File: config.mk
export PLATFORM = sky130hd
export DESIGN_NAME = guid_text_parser
export DESIGN_NICKNAME = d
export VERILOG_FILES = /design/src/sv/gtp_pkg.sv /design/src/sv/gtp_front.sv /design/src/sv/gtp_queue.sv /design/src/sv/gtp_back.sv /design/src/sv/guid_text_parser.sv
export VERILOG_INCLUDE_DIRS = /design/src /design/src/sv
export SDC_FILE = /design/constraint.sdc
export NUM_CORES = 1
export LEC_CHECK = 0
export BUFFER_PORTS_ARGS = -buffer_cell sky130_fd_sc_hd__buf_2
export CAP_MARGIN = 20
export CORE_MARGIN = 2
export CORE_UTILIZATION = 55
export DETAILED_ROUTE_END_ITERATION = 6
export PLACE_DENSITY = 0.76
export REMOVE_ABC_BUFFERS = 1
export SETUP_SLACK_MARGIN = 0.15
export SLEW_MARGIN = 10
export SYNTH_ARGS = -nofsm -noshare
export SYNTH_HDL_FRONTEND = slang
export SYNTH_SLANG_ARGS = --single-unit
File: constraint.sdc
create_clock -name i_clk -period 36 [get_ports i_clk]
set_input_delay 1.8 -clock i_clk [delete_from_list [all_inputs] [get_ports i_clk]]
set_output_delay 1.8 -clock i_clk [all_outputs]
set_load 0.02 [all_outputs]
File: src/sv/assert_macros.svh
// assertion macros used by the top-level rtl file
`ifndef ASSERT_MACROS_SVH
`define ASSERT_MACROS_SVH

// same-cycle implication, checked outside reset
`define GTP_ASSERT_IMPLY(label, clk, rst_n, ante, cons) \
    label: assert property (@(posedge clk) disable iff (!rst_n) (ante) |-> (cons)) \
        else $error("gtp assertion failed");

// next-cycle implication, checked outside reset
`define GTP_ASSERT_NEXT(label, clk, rst_n, ante, cons) \
    label: assert property (@(posedge clk) disable iff (!rst_n) (ante) |=> (cons)) \
        else $error("gtp assertion failed");

`endif

File: src/sv/gtp_pkg.sv
// types and constants of the guid text parser
`default_nettype none

package gtp_pkg;

    localparam logic [7:0] DASH_CHAR = 8'h2D;
    localparam logic [5:0] LAST_POS  = 6'd35;
    localparam logic [5:0] SPLIT_POS = 6'd19;
    localparam logic [5:0] DASH_POS0 = 6'd8;
    localparam logic [5:0] DASH_POS1 = 6'd13;
    localparam logic [5:0] DASH_POS2 = 6'd18;
    localparam logic [5:0] DASH_POS3 = 6'd23;

    // classified character handed from front to back
    typedef struct packed {
        logic       first;
        logic       is_dash;
        logic       is_hex;
        logic [3:0] nibble;
    } t_char_class;

    // one parse result
    typedef struct packed {
        logic [5:0]  fail_position;
        logic        parse_ok;
        logic [47:0] node_id;
        logic [15:0] clock_sequence;
        logic [15:0] time_hi_version;
        logic [15:0] group_mid;
        logic [31:0] group_low;
    } t_result;

endpackage

`default_nettype wire

File: src/sv/gtp_front.sv
// input side: accepts characters and classifies them
`default_nettype none

module gtp_front (
    input  wire logic                s_axis_tvalid,
    output logic                     s_axis_tready,
    input  wire logic [7:0]          s_axis_tdata,
    input  wire logic [0:0]          s_axis_tuser,
    input  wire logic                i_q_full,
    output logic                     o_push,
    output gtp_pkg::t_char_class     o_cls
);
    import gtp_pkg::*;

    logic [7:0] w_c;

    assign w_c           = s_axis_tdata;
    assign s_axis_tready = !i_q_full;
    assign o_push        = s_axis_tvalid && !i_q_full;

    always_comb begin
        o_cls.first   = s_axis_tuser[0];
        o_cls.is_dash = (w_c == DASH_CHAR);
        o_cls.is_hex  = 1'b0;
        o_cls.nibble  = 4'd0;
        if (w_c >= 8'h30 && w_c <= 8'h39) begin
            o_cls.is_hex = 1'b1;
            o_cls.nibble = w_c[3:0];
        end else if ((w_c >= 8'h41 && w_c <= 8'h46) || (w_c >= 8'h61 && w_c <= 8'h66)) begin
            // letters a-f: low three bits 1..6 map to 10..15
            o_cls.is_hex = 1'b1;
            o_cls.nibble = 4'd9 + {1'b0, w_c[2:0]};
        end
    end

endmodule

`default_nettype wire

File: src/sv/gtp_queue.sv
// short fifo between the classifier and the assembler
`default_nettype none

module gtp_queue #(
    parameter int DEPTH = 4
) (
    input  wire logic                i_clk,
    input  wire logic                i_rst_n,
    input  wire logic                i_push,
    input  wire gtp_pkg::t_char_class i_wdata,
    output logic                     o_full,
    input  wire logic                i_pop,
    output logic                     o_valid,
    output gtp_pkg::t_char_class     o_rdata
);
    import gtp_pkg::*;

    localparam int AW = (DEPTH > 1) ? $clog2(DEPTH) : 1;
    localparam int CW = $clog2(DEPTH + 1);
    localparam logic [AW-1:0] LAST_IDX = AW'(DEPTH - 1);
    localparam logic [CW-1:0] FULL_CNT = CW'(DEPTH);

    t_char_class   r_mem [DEPTH];
    logic [AW-1:0] r_wr_ptr, n_wr_ptr;
    logic [AW-1:0] r_rd_ptr, n_rd_ptr;
    logic [CW-1:0] r_count, n_count;

    assign o_full  = (r_count == FULL_CNT);
    assign o_valid = (r_count != '0);
    assign o_rdata = r_mem[r_rd_ptr];

    always_comb begin
        n_wr_ptr = r_wr_ptr;
        n_rd_ptr = r_rd_ptr;
        n_count  = r_count;
        if (i_push) begin
            n_wr_ptr = (r_wr_ptr == LAST_IDX) ? '0 : r_wr_ptr + 1'b1;
        end
        if (i_pop) begin
            n_rd_ptr = (r_rd_ptr == LAST_IDX) ? '0 : r_rd_ptr + 1'b1;
        end
        if (i_push && !i_pop) begin
            n_count = r_count + 1'b1;
        end else if (!i_push && i_pop) begin
            n_count = r_count - 1'b1;
        end
    end

    always_ff @(posedge i_clk) begin
        if (!i_rst_n) begin
            r_wr_ptr <= '0;
            r_rd_ptr <= '0;
            r_count  <= '0;
        end else begin
            r_wr_ptr <= n_wr_ptr;
            r_rd_ptr <= n_rd_ptr;
            r_count  <= n_count;
        end
    end

    always_ff @(posedge i_clk) begin
        if (i_push) begin
            r_mem[r_wr_ptr] <= i_wdata;
        end
    end

endmodule

`default_nettype wire

File: src/sv/gtp_back.sv
// assembler: tracks position, shifts in digits, holds the result register
`default_nettype none

module gtp_back (
    input  wire logic                 i_clk,
    input  wire logic                 i_rst_n,
    input  wire logic                 i_entry_valid,
    input  wire gtp_pkg::t_char_class i_cls,
    output logic                      o_pop,
    input  wire logic                 i_out_ready,
    output logic                      o_out_valid,
    output gtp_pkg::t_result          o_result
);
    import gtp_pkg::*;

    logic [5:0]  r_pos, n_pos;
    logic [63:0] r_a0, n_a0;
    logic [63:0] r_a1, n_a1;
    logic        r_fin, n_fin;
    logic        r_out_valid;
    t_result     r_result, n_result;

    logic [5:0]  w_pos;
    logic [63:0] w_a0, w_a1;
    logic        w_fin, w_dash_slot, w_good, w_shift, w_emit;

    assign o_pop       = i_entry_valid && (!r_out_valid || i_out_ready);
    assign o_out_valid = r_out_valid;
    assign o_result    = r_result;

    always_comb begin
        // a first character restarts the text
        w_pos = i_cls.first ? 6'd0  : r_pos;
        w_fin = i_cls.first ? 1'b0  : r_fin;
        w_a0  = i_cls.first ? 64'd0 : r_a0;
        w_a1  = i_cls.first ? 64'd0 : r_a1;

        w_dash_slot = (w_pos == DASH_POS0) || (w_pos == DASH_POS1) ||
                      (w_pos == DASH_POS2) || (w_pos == DASH_POS3);
        w_good  = w_dash_slot ? i_cls.is_dash : i_cls.is_hex;
        w_shift = !w_fin && !w_dash_slot && i_cls.is_hex;
        w_emit  = !w_fin && (!w_good || (w_pos >= LAST_POS));

        n_a0 = w_a0;
        n_a1 = w_a1;
        if (w_shift && (w_pos < SPLIT_POS)) begin
            n_a0 = {w_a0[59:0], i_cls.nibble};
        end
        if (w_shift && (w_pos >= SPLIT_POS)) begin
            n_a1 = {w_a1[59:0], i_cls.nibble};
        end
        n_fin = w_fin || w_emit;
        n_pos = (w_fin || w_emit) ? w_pos : w_pos + 6'd1;

        n_result = '0;
        n_result.fail_position = w_pos;
        if (w_good) begin
            n_result.group_low       = n_a0[63:32];
            n_result.group_mid       = n_a0[31:16];
            n_result.time_hi_version = n_a0[15:0];
            n_result.clock_sequence  = n_a1[63:48];
            n_result.node_id         = n_a1[47:0];
            n_result.parse_ok        = 1'b1;
            n_result.fail_position   = LAST_POS;
        end
    end

    always_ff @(posedge i_clk) begin
        if (!i_rst_n) begin
            r_pos       <= '0;
            r_a0        <= '0;
            r_a1        <= '0;
            r_fin       <= 1'b1;
            r_out_valid <= 1'b0;
        end else begin
            if (o_pop) begin
                r_pos <= n_pos;
                r_a0  <= n_a0;
                r_a1  <= n_a1;
                r_fin <= n_fin;
            end
            if (o_pop && w_emit) begin
                r_out_valid <= 1'b1;
            end else if (i_out_ready) begin
                r_out_valid <= 1'b0;
            end
        end
    end

    always_ff @(posedge i_clk) begin
        if (o_pop && w_emit) begin
            r_result <= n_result;
        end
    end

endmodule

`default_nettype wire

File: src/sv/guid_text_parser.sv
// top level of the guid text parser: classifier, queue and assembler
//
//  channel   | dir | tdata                         | tuser
//  s_axis    | in  | text_char[7:0]                | first[0]
//  m_axis    | out | five guid groups, fail pos    | parse_ok[0]
//
// one character per cycle until the queue is full; one queued item retired per cycle
// unless m_axis stalls a held result; the queue sits before the result register
// reset clears queue pointers, position and result valid; parser waits for a first item
// a stalled m_axis holds the result register; the queue (QUEUE_DEPTH items) keeps taking input
// s_axis_tready drops only when the queue is full
`default_nettype none
`include "assert_macros.svh"

module guid_text_parser #(
    parameter int QUEUE_DEPTH = 4
) (
    input  wire logic          i_clk,
    input  wire logic          i_rst_n,
    // input characters
    input  wire logic          s_axis_tvalid,
    output logic               s_axis_tready,
    input  wire logic [7:0]    s_axis_tdata,   // text_char[7:0]
    input  wire logic [0:0]    s_axis_tuser,   // first[0]
    // parse results
    output logic               m_axis_tvalid,
    input  wire logic          m_axis_tready,
    output logic [135:0]       m_axis_tdata,   // group_low[31:0], group_mid[47:32],
                                               // time_hi_version[63:48],
                                               // clock_sequence[79:64], node_id[127:80],
                                               // fail_position[133:128], zero[135:134]
    output logic [0:0]         m_axis_tuser    // parse_ok[0]
);
    import gtp_pkg::*;

    t_char_class w_cls_in;
    t_char_class w_cls_out;
    t_result     w_result;
    logic        w_push;
    logic        w_full;
    logic        w_q_valid;
    logic        w_pop;

    // front: handshake and character decode
    gtp_front u_front (
        .s_axis_tvalid (s_axis_tvalid),
        .s_axis_tready (s_axis_tready),
        .s_axis_tdata  (s_axis_tdata),
        .s_axis_tuser  (s_axis_tuser),
        .i_q_full      (w_full),
        .o_push        (w_push),
        .o_cls         (w_cls_in)
    );

    // decoupling queue so either side can stall alone
    gtp_queue #(
        .DEPTH (QUEUE_DEPTH)
    ) u_queue (
        .i_clk   (i_clk),
        .i_rst_n (i_rst_n),
        .i_push  (w_push),
        .i_wdata (w_cls_in),
        .o_full  (w_full),
        .i_pop   (w_pop),
        .o_valid (w_q_valid),
        .o_rdata (w_cls_out)
    );

    // back: position tracking, digit assembly, result register
    gtp_back u_back (
        .i_clk         (i_clk),
        .i_rst_n       (i_rst_n),
        .i_entry_valid (w_q_valid),
        .i_cls         (w_cls_out),
        .o_pop         (w_pop),
        .i_out_ready   (m_axis_tready),
        .o_out_valid   (m_axis_tvalid),
        .o_result      (w_result)
    );

    // pack result fields, highest first
    assign m_axis_tdata = {2'b00,
                           w_result.fail_position,
                           w_result.node_id,
                           w_result.clock_sequence,
                           w_result.time_hi_version,
                           w_result.group_mid,
                           w_result.group_low};
    assign m_axis_tuser[0] = w_result.parse_ok;

    // a good result always reports the last position
    `GTP_ASSERT_IMPLY(a_ok_pos, i_clk, i_rst_n,
        m_axis_tvalid && m_axis_tuser[0], m_axis_tdata[133:128] == LAST_POS)
    // a failed result carries zero groups
    `GTP_ASSERT_IMPLY(a_fail_zero, i_clk, i_rst_n,
        m_axis_tvalid && !m_axis_tuser[0], m_axis_tdata[127:0] == 128'd0)
    // a failure never points past the text
    `GTP_ASSERT_IMPLY(a_fail_range, i_clk, i_rst_n,
        m_axis_tvalid && !m_axis_tuser[0], m_axis_tdata[133:128] < LAST_POS + 6'd1)
    // an untaken result stays put
    `GTP_ASSERT_NEXT(a_hold, i_clk, i_rst_n,
        m_axis_tvalid && !m_axis_tready, m_axis_tvalid && $stable(m_axis_tdata))

endmodule

`default_nettype wire

==> impl_metrics.env, run 1 <==
export IMPL_finalCriticalPeriod_ns=4.27
export IMPL_io_buffers=149
export IMPL_crit_path_kind="primary input to register"
export IMPL_syn_inst=1223
export IMPL_setup_tns_final_ns=0
export IMPL_cp_end_kind="register"
export IMPL_tritoncts="yes"
export IMPL_max_cap_violations=0
export IMPL_final_common_cell="sky130_fd_sc_hd__edfxtp_1"
export IMPL_first_pass_grt_wire_length_um=44400
export IMPL_ctsLongestPathBuffers=3
export IMPL_cp_required_ns=36.47
export IMPL_critical_path_max_stage_delay_ns=0.61
export IMPL_most_common_layout_cells="sky130_fd_sc_hd__edfxtp_1, sky130_fd_sc_hd__buf_2, sky130_fd_sc_hd__dfxtp_1"
export IMPL_core_region_area_sq_um=23300
export IMPL_synth_cell_type_count=55
export IMPL_crit_path_max_fo=75
export IMPL_grt_setup_unrepaired="no"
export IMPL_num_antenna_cells=0
export IMPL_syn_avg_cell_area_sq_um=10.6
export IMPL_cp_buffers_inverters=4
export IMPL_fin_ws_ns=31.73
export IMPL_dr_pass1_iters=5
export IMPL_nFillCells=1870
export IMPL_cts_sinks=308
export IMPL_max_slew_margin_vs_limit_pct=27.6
export IMPL_cts_htree_levels=1
export IMPL_mappedNetlistArea_sq_um=13000
export IMPL_place_hpwl_um=16100
export IMPL_hp_class="register to register"
export IMPL_synth_async_sr_flop_share_pct=0
export IMPL_final_setup_viol_count=0
export IMPL_timing_hold_ws_ns=0.480
export IMPL_i_o_pin_total=152
export IMPL_post_cts_buffers=0
export IMPL_per_cell_via_count_in_the_routed_design=5.83
export IMPL_synth_warnings=0
export IMPL_synth_seq_area_share_pct=59.9
export IMPL_postRouteWirelength_um=27800
export IMPL_worstMarginPinSlew_ns=1.09
export IMPL_drt_iter0_drc=962
export IMPL_grt_start_max_net_pins=87
export IMPL_die_width_um=158
export IMPL_preCtsSetupSlack_ns=31.19
export IMPL_die_height_um=158
export IMPL_leakage_nw=5.07
export IMPL_cts_repair_resize_count=0
export IMPL_path_clk_slew_ns=0.06
export IMPL_slowest_stage="sky130_fd_sc_hd__buf_4"
export IMPL_detail_route_wl_per_cell_um=16.8
export IMPL_finished_layout_cells=1655
export IMPL_final_max_slew_violation_count=0
export IMPL_synth_enable_flop_cells=163
export IMPL_dp_cells=1597
export IMPL_cts_bufs_inserted=31
export IMPL_number_of_synthesized_register_bits=308
export IMPL_power_density_cell_area_nw_per_um2=75.3
export IMPL_cts_hold_buffers_added=0
export IMPL_detail_route_antenna_nets=0
export IMPL_global_route_usage_total_pct=21.7
export IMPL_final_layout_size_suffix_gt1_share_pct=17.2
export IMPL_clkLatencyLatePin_ns=0.55
export IMPL_total_die_area_sq_um=24900
export IMPL_nets=1337
export IMPL_grt_overflow_total=0
export IMPL_clock_root_buffer="sky130_fd_sc_hd__clkbuf_16"
export IMPL_worstPathCellList="buf_2, nor2b_1, nor2_1, inv_2, buf_4, ha_1, inv_1, fa_1, xor2_1, or3_1, a21oi_1"
export IMPL_place_congestion=0.855
export IMPL_antenna_found_initial=0
export IMPL_synth_ff_type="sky130_fd_sc_hd__edfxtp_1"
export IMPL_final_setup_skew_ns=0.0142
export IMPL_finalHoldViolCount=0
export IMPL_fin_crit_sh_pct=11.9
export IMPL_layout_stage_area_growth_over_the_synthesis_result_pct=13.4
export IMPL_irDropWorstVdd_mv=0.0704
export IMPL_route_detailed_drc=0
export IMPL_vias=9645
export IMPL_achievable_freq_mhz=234
export IMPL_fp_row_count=56
export IMPL_timing_critical_path_arrival_ns=4.74
export IMPL_cp_top_family="simple AND/OR/NAND/NOR gates"
export IMPL_cp_start_kind="primary input"
export IMPL_result_of_the_run="finished clean"
export IMPL_grt_pass1_vias=8738
export IMPL_floorplan_initialDensity_pct=55.8
[cells by family (layout without fill, tap and decap cells)]
group | count (synthesis) | in the layout | share of synthesized area [%]
compound gates | 309 | 309 | 14.0
xor+xnor | 3 | 3 | 0.202
fa+ha+maj | 11 | 11 | 1.11
buf+inv | 123 | 235 | 4.64
flops | 308 | 308 | 59.9
mux | 74 | 74 | 6.37
other cells | 1 | 2 | 0.0288
simple gates | 394 | 394 | 13.7
[flip-flops by register name, indices dropped and copies added, names as in the netlist, named ones only]
signal / cells
u_queue.r_wr_ptr: 2
u_back.r_fin: 1
u_queue.r_mem: 28
u_back.r_a1: 64
u_back.r_pos: 6
u_back.o_result: 135
u_queue.r_rd_ptr: 2
u_queue.r_count: 3
u_back.o_out_valid: 1
u_back.r_a0: 64
[per-layer routing]
layer | vias up | share of wire [%] | track usage [%]
met5 | - | 0 | 0
met4 | 0 | 3.4 | 8.18
met3 | 61 | 5.7 | 2.79
met2 | 304 | 47 | 33.9
met1 | 4632 | 44 | 30.9
li1 | 4648 | - | -
[final timing paths]
path | from | endpoint | slack, ns | cells after the start
worst max register to register | register | u_back.o_result[72] | 32.09 | 7
worst min-delay path | u_back.r_a1[63] | u_back.r_a1[63] | 0.48 | 2
worst min register to register | u_back.r_a1[63] | u_back.r_a1[63] | 0.48 | 2
worst max-delay path | m_axis_tready | u_queue.r_count[2] | 31.73 | 11
[per-stage QoR]
step	area [sq um]	utilization [%]	power, mW
floorplan	12500	-	0.725
detailed placement	13800	59.1	0.818
finish	14800	63.3	1.11
global route	14800	63.3	1.16
global placement	13800	59.1	0.811
CTS	14700	63.1	1.11
[layout make-up]
class,count,area [sq um],area share [%]
Tap cell,319,399,2.70
Timing Repair Buffer,165,891,6.03
Inverter,14,55.1,0.373
Clock buffer,47,896,6.07
Clock inverter,9,43.8,0.297
Multi-Input combinational cell,793,4690,31.7
Sequential cell,308,7800,52.8
[Yosys cell counts, types with 2 or more instances]
library cell	number	area, sq um
sky130_fd_sc_hd__a21o_1	2	15.0
sky130_fd_sc_hd__or3_1	2	12.5
sky130_fd_sc_hd__nand4b_1	2	17.5
sky130_fd_sc_hd__a22oi_1	60	450
sky130_fd_sc_hd__a32o_1	4	40.0
sky130_fd_sc_hd__buf_1	3	11.3
sky130_fd_sc_hd__a22o_1	4	35.0
sky130_fd_sc_hd__and3_1	12	75.1
sky130_fd_sc_hd__a31oi_1	3	18.8
sky130_fd_sc_hd__a41oi_2	2	32.5
sky130_fd_sc_hd__inv_2	3	11.3
sky130_fd_sc_hd__nand4_1	5	31.3
sky130_fd_sc_hd__inv_1	11	41.3
sky130_fd_sc_hd__xor2_1	2	17.5
sky130_fd_sc_hd__mux2i_1	66	661
sky130_fd_sc_hd__nor2b_1	3	18.8
sky130_fd_sc_hd__a21oi_1	139	696
sky130_fd_sc_hd__a211oi_1	2	15.0
sky130_fd_sc_hd__o211ai_1	4	30.0
sky130_fd_sc_hd__clkbuf_1	46	173
sky130_fd_sc_hd__nor2_1	76	285
sky130_fd_sc_hd__a311o_1	2	20.0
sky130_fd_sc_hd__nand2_1	142	533
sky130_fd_sc_hd__o21ai_0	35	175
sky130_fd_sc_hd__buf_6	10	113
sky130_fd_sc_hd__nor3b_1	3	22.5
sky130_fd_sc_hd__edfxtp_1	163	4890
sky130_fd_sc_hd__o21a_1	2	15.0
sky130_fd_sc_hd__ha_1	10	125
sky130_fd_sc_hd__dfxtp_1	145	2900
sky130_fd_sc_hd__a31o_1	2	17.5
sky130_fd_sc_hd__o21ai_1	41	205
sky130_fd_sc_hd__nand3_1	133	666
sky130_fd_sc_hd__and4_1	4	35.0
sky130_fd_sc_hd__o22ai_1	2	12.5
sky130_fd_sc_hd__mux4_2	7	158
sky130_fd_sc_hd__nor3_1	6	30.0
sky130_fd_sc_hd__buf_2	47	235
sky130_fd_sc_hd__buf_4	2	15.0
[tightest hold or removal path, stage by stage (launching register included)]
cell and delay (ns):
sky130_fd_sc_hd__dfxtp_1 0.30, sky130_fd_sc_hd__o21ai_0 0.07, sky130_fd_sc_hd__a21oi_1 0.06
[report_power, final]
part / leakage (nW) / switching [mW] / internal (mW)
combinational: 1.86 / 0.265 / 0.0877
clock: 0.461 / 0.127 / 0.170
sequential: 2.75 / 0.0239 / 0.438
(Power assumes the default switching activity.)
==> run 2, diff against run 1 <==
==> constraint.sdc (replaced) <==
create_clock -name i_clk -period 4.3 [get_ports i_clk]
set_input_delay 0.215 -clock i_clk [delete_from_list [all_inputs] [get_ports i_clk]]
set_output_delay 0.215 -clock i_clk [all_outputs]
set_load 0.02 [all_outputs]
==> impl_metrics.env, run 2 (same netlist as run 1, synthesis figures left out) <==
export IMPL_grt_pass1_vias=8924
export IMPL_multi_input_comb_area_sq_um=4690
export IMPL_final_setup_viol_count=0
export IMPL_cts_bufs_inserted=30
export IMPL_clkLatencyLatePin_ns=0.55
export IMPL_max_slew_margin_vs_limit_pct=39.0
export IMPL_ctsLongestPathBuffers=3
export IMPL_grt_start_max_net_pins=75
export IMPL_io_buffers=149
export IMPL_global_route_usage_total_pct=22.0
export IMPL_cp_start_kind="register"
export IMPL_timing_critical_path_arrival_ns=3.17
export IMPL_cp_buffers_inverters=1
export IMPL_setup_tns_final_ns=0
export IMPL_floorplan_initialDensity_pct=55.8
export IMPL_grt_setup_unrepaired="no"
export IMPL_cts_sinks=308
export IMPL_first_pass_grt_wire_length_um=45000
export IMPL_nFillCells=1802
export IMPL_final_layout_size_suffix_gt1_share_pct=17.9
export IMPL_per_cell_via_count_in_the_routed_design=5.87
export IMPL_crit_path_max_fo=41
export IMPL_nets=1342
export IMPL_layout_stage_area_growth_over_the_synthesis_result_pct=15.2
export IMPL_leakage_nw=5.18
export IMPL_place_congestion=0.876
export IMPL_num_antenna_cells=0
export IMPL_antenna_found_initial=0
export IMPL_detail_route_antenna_nets=0
export IMPL_final_max_slew_violation_count=0
export IMPL_cp_end_kind="register"
export IMPL_i_o_pin_total=152
export IMPL_clock_root_buffer="sky130_fd_sc_hd__clkbuf_16"
export IMPL_core_region_area_sq_um=23300
export IMPL_routed_wl_met2_um=13300
export IMPL_final_common_cell="sky130_fd_sc_hd__edfxtp_1"
export IMPL_slowest_stage="sky130_fd_sc_hd__a211oi_4"
export IMPL_grt_overflow_total=0
export IMPL_tritoncts="yes"
export IMPL_fin_crit_sh_pct=68.2
export IMPL_worstPathCellList="mux4_2, o2111ai_1, a21oi_1, a211oi_4, buf_12"
export IMPL_route_layer_met1_wl_um=11900
export IMPL_die_width_um=158
export IMPL_critical_path_max_stage_delay_ns=0.63
export IMPL_hp_class="primary input to register"
export IMPL_post_cts_buffers=0
export IMPL_final_setup_skew_ns=0.0101
export IMPL_cp_top_family="compound AO/OA/AOI/OAI gates"
export IMPL_most_common_layout_cells="sky130_fd_sc_hd__edfxtp_1, sky130_fd_sc_hd__buf_2, sky130_fd_sc_hd__dfxtp_1"
export IMPL_worstMarginPinSlew_ns=0.911
export IMPL_result_of_the_run="finished clean"
export IMPL_drt_iter0_drc=1023
export IMPL_place_hpwl_um=16800
export IMPL_timing_hold_ws_ns=0.101
export IMPL_die_height_um=158
export IMPL_vias=9745
export IMPL_met3RoutedLength_um=1860
export IMPL_finalCriticalPeriod_ns=2.93
export IMPL_crit_path_kind="register to register"
export IMPL_path_clk_slew_ns=0.06
export IMPL_cp_required_ns=4.54
export IMPL_finalHoldViolCount=0
export IMPL_fp_row_count=56
export IMPL_detail_route_wl_per_cell_um=16.7
export IMPL_irDropWorstVdd_mv=0.530
export IMPL_total_die_area_sq_um=24900
export IMPL_max_reg_flops=135
export IMPL_power_density_cell_area_nw_per_um2=644
export IMPL_cts_htree_levels=1
export IMPL_ff_latch_area_sq_um=7800
export IMPL_achievable_freq_mhz=341
export IMPL_postRouteWirelength_um=27800
export IMPL_route_detailed_drc=0
export IMPL_top_layer_used="met4"
export IMPL_dr_pass1_iters=5
export IMPL_max_cap_violations=0
run 2: layer usage:
| metal | track usage, % | vias to the layer above |
|---|---|---|
| li1 | - | 4654 |
| met5 | 0 | - |
| met4 | 7.40 | 0 |
| met3 | 2.82 | 48 |
| met2 | 36.1 | 392 |
| met1 | 30.4 | 4651 |
run 2: where the power goes:
group,switching [mW],internal [mW],total (mW),leakage [nW]
logic,2.25,0.801,3.05,1.90
clock network,1.07,1.68,2.75,0.528
registers,0.197,3.66,3.85,2.75
run 2: worst paths after layout:
kind,start,end,slack (ns),depth (start not counted)
setup / recovery,register,u_back.o_result[115],1.37,5
hold / removal,i_rst_n,u_back.r_pos[5],0.10,3
setup reg to reg,register,u_back.o_result[115],1.37,5
hold reg to reg,u_back.r_a1[63],u_back.r_a1[63],0.48,2
run 2: area by class of cell:
cell class | instances | share of cell area [%]
clock buffers | 47 | 6.32
clock inverters | 9 | 0.809
repair buffers | 171 | 6.59
inverters | 14 | 0.367
well taps | 319 | 2.66
multi-input cells | 793 | 31.3
flip-flops and latches | 308 | 52.0
run 2: timing repair:
action | CTS | global route
hold buffers | 1 | 0
endpoints found under the hold margin | 4 | 0
resized for setup | 0 | 0
run 2: worst register-to-register path, cell delays in order (launching register included):
cell and delay [ns]:
sky130_fd_sc_hd__dfxtp_1 0.62, sky130_fd_sc_hd__mux4_2 0.59, sky130_fd_sc_hd__o2111ai_1 0.25, sky130_fd_sc_hd__a21oi_1 0.19
sky130_fd_sc_hd__a211oi_4 0.63, sky130_fd_sc_hd__buf_12 0.33
run 2: stage by stage:
stage	area (sq um)	worst slack, ns	utilization [%]	instances	total power, mW
after floorplan	12500	-8.27	-	1115	5.62
after global placement	13900	1.41	59.6	1604	6.90
after detailed placement	13900	1.37	59.6	1604	6.95
after CTS	15000	1.36	64.3	1661	9.69
after global routing	15000	1.14	64.3	1661	10.0
final	15000	1.37	64.3	1661	9.65
==> run 3, diff against run 2 <==
--- a/config.mk
+++ b/config.mk
@@ -9,7 +9,7 @@
 export BUFFER_PORTS_ARGS = -buffer_cell sky130_fd_sc_hd__buf_2
 export CAP_MARGIN = 20
 export CORE_MARGIN = 2
-export CORE_UTILIZATION = 55
+export CORE_UTILIZATION = 53
 export DETAILED_ROUTE_END_ITERATION = 6
 export PLACE_DENSITY = 0.76
 export REMOVE_ABC_BUFFERS = 1
==> constraint.sdc (replaced) <==
create_clock -name i_clk -period 2.55 [get_ports i_clk]
set_input_delay 0.1275 -clock i_clk [delete_from_list [all_inputs] [get_ports i_clk]]
set_output_delay 0.1275 -clock i_clk [all_outputs]
set_load 0.02 [all_outputs]
==> impl_metrics.env, run 3 (same netlist as run 1, synthesis figures left out) <==
export IMPL_result_of_the_run="finished clean"
export IMPL_power_density_cell_area_nw_per_um2=1080
export IMPL_cp_required_ns=2.79
export IMPL_fp_row_count=57
export IMPL_final_common_cell="sky130_fd_sc_hd__edfxtp_1"
export IMPL_core_region_area_sq_um=24200
export IMPL_drt_iter0_drc=946
export IMPL_cts_sinks=308
export IMPL_ff_latch_area_sq_um=7800
export IMPL_finished_layout_cells=1691
export IMPL_grt_start_max_net_pins=75
export IMPL_total_die_area_sq_um=25800
export IMPL_num_antenna_cells=0
export IMPL_grt_overflow_total=0
export IMPL_finalHoldViolCount=0
export IMPL_preCtsSetupSlack_ns=0.161
export IMPL_leakage_nw=5.31
export IMPL_critPathMostFrequentCell="sky130_fd_sc_hd__buf_4"
export IMPL_nFillCells=1869
export IMPL_clkLatencyLatePin_ns=0.55
export IMPL_timing_rr_end="u_back.o_result[79]"
export IMPL_final_setup_skew_ns=0.0128
export IMPL_r2r_cells=5
export IMPL_place_congestion=0.870
export IMPL_crit_path_max_fo=32
export IMPL_detail_route_wl_per_cell_um=16.4
export IMPL_max_slew_margin_vs_limit_pct=56.7
export IMPL_place_hpwl_um=16900
export IMPL_cts_htree_levels=1
export IMPL_most_common_layout_cells="sky130_fd_sc_hd__edfxtp_1, sky130_fd_sc_hd__buf_2, sky130_fd_sc_hd__dfxtp_1"
export IMPL_finalCriticalPeriod_ns=2.31
export IMPL_cts_bufs_inserted=31
export IMPL_antenna_found_initial=0
export IMPL_critical_path_max_stage_delay_ns=0.65
export IMPL_crit_path_kind="register to register"
export IMPL_layout_stage_area_growth_over_the_synthesis_result_pct=17.2
export IMPL_max_cap_violations=0
export IMPL_floorplan_initialDensity_pct=53.7
export IMPL_worst_setup_path_endpoint="u_back.o_result[79]"
export IMPL_hp_class="primary input to register"
export IMPL_clock_root_buffer="sky130_fd_sc_hd__clkbuf_16"
export IMPL_slowest_stage="sky130_fd_sc_hd__mux4_2"
export IMPL_final_core_util_pct=63.0
export IMPL_worstMarginPinSlew_ns=0.643
export IMPL_i_o_pin_total=152
export IMPL_postRouteWirelength_um=27800
export IMPL_die_height_um=161
export IMPL_grt_pass1_vias=8961
export IMPL_dp_cells=1628
export IMPL_fin_crit_sh_pct=90.4
export IMPL_grt_setup_unrepaired="no"
export IMPL_r2r_slack_ns=0.24
export IMPL_detail_route_antenna_nets=0
export IMPL_nets=1366
export IMPL_worstPathCellList="mux4_2, buf_4, a211oi_4, buf_4, buf_12"
export IMPL_timing_critical_path_arrival_ns=2.55
export IMPL_final_max_slew_violation_count=0
export IMPL_per_cell_via_count_in_the_routed_design=5.73
export IMPL_path_clk_slew_ns=0.07
export IMPL_die_width_um=161
export IMPL_vias=9686
export IMPL_cp_end_kind="register"
export IMPL_route_detailed_drc=0
export IMPL_final_setup_viol_count=0
export IMPL_cp_start_kind="register"
export IMPL_placedInstanceArea_sq_um=14200
export IMPL_fin_ws_ns=0.244
export IMPL_dr_pass1_iters=6
export IMPL_ctsLongestPathBuffers=3
export IMPL_io_buffers=149
export IMPL_setup_tns_final_ns=0
export IMPL_multi_input_comb_area_sq_um=4700
export IMPL_tritoncts="yes"
export IMPL_max_reg_flops=135
export IMPL_final_layout_size_suffix_gt1_share_pct=19.5
export IMPL_first_pass_grt_wire_length_um=45300
export IMPL_global_route_usage_total_pct=20.9
export IMPL_irDropWorstVdd_mv=0.777
export IMPL_achievable_freq_mhz=434
export IMPL_post_route_cell_area_sq_um=15300
run 3: worst min path at each step:
stage	depth (start not counted)	slack (ns)	end	startpoint
6_report	2	0.02	u_queue.r_mem[3][2]	s_axis_tdata[2]
5_1_grt	2	0.06	u_queue.r_mem[0][2]	s_axis_tdata[2]
4_1_cts	2	0.01	u_queue.r_mem[3][2]	s_axis_tdata[2]
3_5_place_dp	1	0.36	u_queue.r_mem[3][6]	s_axis_tuser
3_3_place_gp	1	0.34	u_queue.r_mem[2][6]	s_axis_tuser
2_1_floorplan	0	0.23	u_queue.r_mem[0][6]	s_axis_tuser
run 3: through the flow:
step	hold WS, ns	power, mW
after CTS	0.0130	16.4
after global placement	0.342	12.0
final	0.0178	16.4
after global routing	0.0615	17.1
after detailed placement	0.357	12.1
after floorplan	0.226	8.54
run 3: area by class of cell:
cell class	count	share of cell area, %
Multi-Input combinational cell	793	30.8
Clock inverter	11	0.574
Timing Repair Buffer	194	8.61
Tap cell	324	2.66
Inverter	14	0.361
Sequential cell	308	51.1
Clock buffer	47	5.94
run 3: worst max-delay path, delay by kind of cell, from the launching register on:
kind / cells / cell delay (ns)
muxes: 1 / 0.65
DFF: 1 / 0.39
AOI/OAI and AO/OA: 1 / 0.34
buffers and inverters: 3 / 0.59
run 3: what timing repair did:
item,in CTS,in global routing
gates resized for setup,0,4
setup buffers,0,3
setup endpoints to repair,0,254
endpoints found under the hold margin,6,0
hold buffers,2,0
run 3: report_power, final:
group          switching [mW]  internal [mW]  leakage [nW]
sequential              0.325           6.17          2.75
combinational            3.87           1.72          2.07
clock                    1.79           2.54         0.492
total                    5.99           10.4          5.31
run 3: metal layers:
layer	GRT usage (%)	wire, um
met1	28.8	11800
met2	34.7	13500
met3	2.79	1830
met4	6.62	662
met5	0	0
